<file path="src/hw/rtl/obb_aabb_overlap_test_core_macros.svh">
// Assertion macros for the oriented-box overlap test core.
`ifndef OBB_AABB_OVERLAP_TEST_CORE_MACROS_SVH
`define OBB_AABB_OVERLAP_TEST_CORE_MACROS_SVH
`ifndef SYNTH
`define OBB_ASSERT_IMP(label, clk, rstn, ante, cons) \
    label: assert property (@(posedge clk) disable iff (!rstn) (ante) |-> (cons)) \
        else $error("assertion failed");
`define OBB_ASSERT_NXT(label, clk, rstn, ante, cons) \
    label: assert property (@(posedge clk) disable iff (!rstn) (ante) |=> (cons)) \
        else $error("assertion failed");
`else
`define OBB_ASSERT_IMP(label, clk, rstn, ante, cons)
`define OBB_ASSERT_NXT(label, clk, rstn, ante, cons)
`endif
`endif

</file>
<file path="src/hw/rtl/obbat_pkg.sv">
// Shared constants and types for the oriented-box overlap test core.
`timescale 1ns / 1ps
package obbat_pkg;
    localparam int COORD_BITS_DEF = 16;
    localparam int AXIS_BITS_DEF  = 16;
    localparam int REG_BITS       = 48;
    localparam int CFG_IDX_BITS   = 3;

    typedef enum logic [CFG_IDX_BITS-1:0] {
        CFG_CENTER   = 3'd0,
        CFG_HALF_EXT = 3'd1,
        CFG_ROW0     = 3'd2,
        CFG_ROW1     = 3'd3,
        CFG_ROW2     = 3'd4
    } cfg_idx_t;

    typedef struct packed {
        logic advance;
    } pipe_ctl_t;
endpackage

</file>
<file path="src/hw/rtl/obbat_pipe_ctl.sv">
// Valid and stall control for the fixed-depth pipeline with an output slot.
`timescale 1ns / 1ps
`include "obb_aabb_overlap_test_core_macros.svh"
module obbat_pipe_ctl #(
    parameter int DEPTH = 4
) (
    input  logic              aclk,
    input  logic              aresetn,
    input  logic              in_valid,
    output logic              in_ready,
    output logic              out_valid,
    input  logic              out_ready,
    output obbat_pkg::pipe_ctl_t ctl
);
    logic [DEPTH-1:0] vld_reg;
    logic [DEPTH-1:0] vld_next;
    logic             advance;

    assign advance   = !vld_reg[DEPTH-1] || out_ready;
    assign in_ready  = advance;
    assign out_valid = vld_reg[DEPTH-1];
    assign ctl.advance = advance;

    always_comb begin
        vld_next = vld_reg;
        if (advance) begin
            vld_next = {vld_reg[DEPTH-2:0], in_valid};
        end
    end

    always_ff @(posedge aclk) begin
        if (!aresetn) begin
            vld_reg <= '0;
        end else begin
            vld_reg <= vld_next;
        end
    end

    `OBB_ASSERT_NXT(a_hold, aclk, aresetn, out_valid && !out_ready, out_valid)
    `OBB_ASSERT_NXT(a_move, aclk, aresetn, in_valid && in_ready, vld_reg[0])
    `OBB_ASSERT_IMP(a_stall, aclk, aresetn, out_valid && !out_ready, !in_ready)
endmodule

</file>
<file path="config.mk">
export PLATFORM = sky130hd
export DESIGN_NAME = obbat_pipe_ctl
export DESIGN_NICKNAME = d
export VERILOG_FILES = /design/src/hw/rtl/obbat_pkg.sv /design/src/hw/rtl/obbat_pipe_ctl.sv
export VERILOG_INCLUDE_DIRS = /design/src /design/src/hw/rtl
export SDC_FILE = /design/constraint.sdc
export NUM_CORES = 1
export LEC_CHECK = 0
export BUFFER_PORTS_ARGS = -buffer_cell sky130_fd_sc_hd__buf_2
export CAP_MARGIN = 15
export CORE_AREA = 4 4 41 43
export DETAILED_ROUTE_END_ITERATION = 10
export DIE_AREA = 0 0 45 47
export SYNTH_ARGS = -nofsm -noshare
export SYNTH_HDL_FRONTEND = slang
export SYNTH_SLANG_ARGS = --single-unit
</file>
<file path="constraint.sdc">
create_clock -name aclk -period 0.9 [get_ports aclk]
set_clock_uncertainty 0.1 [all_clocks]
set_input_delay 0.18 -clock aclk [delete_from_list [all_inputs] [get_ports aclk]]
set_output_delay 0.18 -clock aclk [all_outputs]
set_load 0.02 [all_outputs]
</file>
==> results <==
- The area share of the largest cell type after synthesis is 47.4%.
- For this run, the top clock speed supported by timing is 945 MHz.
- The average cell area after synthesis is 10.6 um^2.
- The share of total power dissipated in combinational logic is 6.8%.
- Global routing consumed, on the met1 layer, 3.17% of the routing resources.
- The congestion estimate from routability-driven global placement came to 0.648.
- Dividing the detail-routed via count by the number of cells gives 3.44.
- For met3 alone, demand over resource in global routing was 5.36%.
- The max-capacitance violation count is 0.
- In this run the standard cell core region covers 1300 um^2.
- Of all cell types, the one taking the most synthesized area is dfxtp_1.
- The final antenna diode count is 0.
- The final number of hold-violating endpoints is 0.
- IR analysis of the VDD net gives a maximum drop of 0.000496 V.
- The count of final max-slew check failures is 0.
- Counting every net in the synthesized netlist gives 20.
- The final reports fail on negative setup slack.
- The total clock sinks is 4.
- The global-route congestion overflow total is 0.
- The kind of launch point of the worst setup path is a flip-flop.
- For this design the static power due to leakage is 0.000132 uW.
- The number of detailed-routing iterations run before antenna repair is 2.
- The clock share of power is 53.1%.
- At the worst endpoint, the arrival time is 0.78 ns.
- The H-tree depth reported by CTS is 1.
- After detailed routing, the total wire length is 317 um.
- The critical path is of the flip-flop to output pin type.
- The initial antenna violation count is 0.
- The buffer cell driving the clock tree root is clkbuf_4.
- After detailed routing, the average wire length per cell comes to 7.73 um.
- The total placed instance area is 203 um^2.
- 7 I/O pins were placed.
- In this run, post-CTS hold repair placed 0 buffers.
- The filler cells instantiated in the layout total 152.
- The number of synthesized register bits is 4.
- For this block, the initial DRC count from the detailed router was 1.
- The slew at the pin with the worst max-slew slack is 0.115 ns.
- The hold slack is 0.100 ns.
- Global routing used 4.80% of the available met2 tracks.
- The number of nets in the final layout is 31.
- Dividing total power by cell area gives a power density of 1750 nW/um^2.
- The number of rows created at floorplan is 13.
- Compared with the post-synthesis result, the final layout area differs by 56.3%.
- The net load switching power is 95.6 uW.
- The number of different library cells in the post-synthesis netlist is 8.
- The initial cell density of the core is 13.0%.
- Setup violations remaining at the end of the flow were counted as 7.
- The die area is 2120 um^2.
- After synthesis, the cell types taking the most area are dfxtp_1, mux2i_1, nand2_1.
- The final critical-path required period is 1.06 ns.
- After layout, the worst path uses 118% of the clock period.
- The TritonCTS clock tree is done.
- The detail route stage leaves a number of antenna-violating nets equal to 0.
- The maximum number of pins on one net before global-route repair is 6.
- The most congested layer reported by global routing is met4.
- The non-filler instance count after layout is 41.
- In this run the worst hold path is classified as input pin to flip-flop.
- Counting along the longest clock path gives a buffer depth of 2.
- Buffers inserted during clock tree synthesis total 3.
- The via count is 141.
- Port buffering added 6 buffers.
- Global routing consumed, over all layers together, 4.73% of the routing resources.
- The post-placement cell count is 35.
- The sequential element share of the synthesized area is 47.4%.
- Per report_power, the sequential group accounts for 40.1% of the total.
- Of the total power, the share spent switching nets is 20.6%.
- Setup repair after global routing could not meet its margin everywhere.
- In the final layout, the share of cells above drive strength 1 is 53.8%.
- Summing all non-filler instances in the final layout gives an area of 264 um^2.
- The CTS clock-pin slew for the worst setup and hold paths is 0.04 ns.
- For the worst-skew pair, the clock arrives at the later sink with an insertion delay of 0.24 ns.
- Yosys printed 0 warnings.
- The chip height is 47 um.
- For this run, design rule violations remaining after detail routing come to 0.
- The via count of the first global-routing pass is 146.
- The register with the most flip-flops in the layout has 4 of them.
- The flow ran to the end, but the final reports show violations.
- The worst setup path is captured at an output pin.
- The internal power of the cells totals 368 uW.
- Of all nets on the critical path, the largest fanout is 3.
- The combined area of all synthesized cells is 169 um^2.
- The gate count after technology mapping is 16.
- After layout, the worst setup slack is -0.158 ns.
- The first-pass GRT wire length is 545 um.
- Setup total negative slack on the finished layout was measured at -0.722 ns.
- The critical path data required time is 0.62 ns.
- The relative slew slack is 92.1%.
- The width of the die is 45 um.
-- placed cells by master, fill, tap and decap left out --
cell type  netlist  routed
nand2_1          4       4
buf_2            0       4
mux2i_1          3       3
clkbuf_4         0       3
buf_6            1       3
dfxtp_1          4       3
nand2b_4         1       1
inv_1            1       1
a21boi_2         0       1
clkbuf_1         0       1
buf_4            1       1
dfxtp_4          0       1
-- timing repair --
action / 4_1_cts / 5_1_grt
endpoints found under the setup margin: 3 / 7
gates resized for setup: 4 / 2
cloned: 0 / 0
buffers inserted: 1 / 1
pin swaps: 0 / 1
-- cell type report --
cell class	count	area, um^2	area share [%]
Sequential cell	4	83.8	31.8
Clock buffer	4	26.3	9.95
Multi-Input combinational cell	9	70.1	26.5
Inverter	1	3.75	1.42
Tap cell	15	18.8	7.11
Timing Repair Buffer	8	61.3	23.2
-- worst max-delay path, cell delays in order (launching register included) --
cell and delay, ns:
dfxtp_4 0.35, nand2b_4 0.06, buf_6 0.13
-- power groups by stage --
| stage | Combinational [uW] | Sequential, uW | Clock (uW) |
|---|---|---|---|
| floorplan | 16.1 | 190 | 0 |
| global placement | 26.5 | 188 | 0 |
| detailed placement | 27.2 | 189 | 0 |
| CTS | 30.0 | 186 | 258 |
| global route | 35.8 | 187 | 272 |
| finish | 31.5 | 186 | 246 |
-- per-layer routing --
layer | wire length, um | up-vias
met5 | 0 | -
met4 | 29 | 0
met3 | 54 | 4
met2 | 128 | 7
met1 | 103 | 61
li1 | - | 69
-- final timing paths --
kind | start | endpoint | slack, ns | depth (start not counted)
worst max register to register | vld_reg[3] | vld_reg[1] | -0.09 | 4
worst min-delay path | in_valid | vld_reg[0] | 0.10 | 3
worst min register to register | vld_reg[2] | vld_reg[3] | 0.36 | 2
worst max-delay path | vld_reg[3] | ctl | -0.16 | 2
-- per-stage QoR --
stage | setup WS (ns) | total power, uW | util [%]
3_3_place_gp | 0.00879 | 215 | 15.6
3_5_place_dp | 0.00664 | 216 | 15.6
4_1_cts | -0.171 | 474 | 19.1
6_report | -0.158 | 463 | 20.3
5_1_grt | -0.188 | 495 | 20.3
2_1_floorplan | -0.0654 | 206 | -
-- synthesized netlist by cell type --
| cell | n |
|---|---|
| nand2_1 | 4 |
| buf_6 | 1 |
| inv_1 | 1 |
| a21boi_1 | 1 |
| mux2i_1 | 3 |
| buf_4 | 1 |
| dfxtp_1 | 4 |
| nand2b_4 | 1 |
-- cells by family (layout without fill, tap and decap cells) --
kind of cell | count (synthesis) | after routing | synth area share [%]
multiplexers | 3 | 3 | 17.8
buffers and inverters | 3 | 13 | 13.3
AND/OR/NAND/NOR | 5 | 5 | 17.0
AO/OA/AOI/OAI | 1 | 1 | 4.45
flip-flops | 4 | 4 | 47.4
Power figures use the tool's default switching activity.
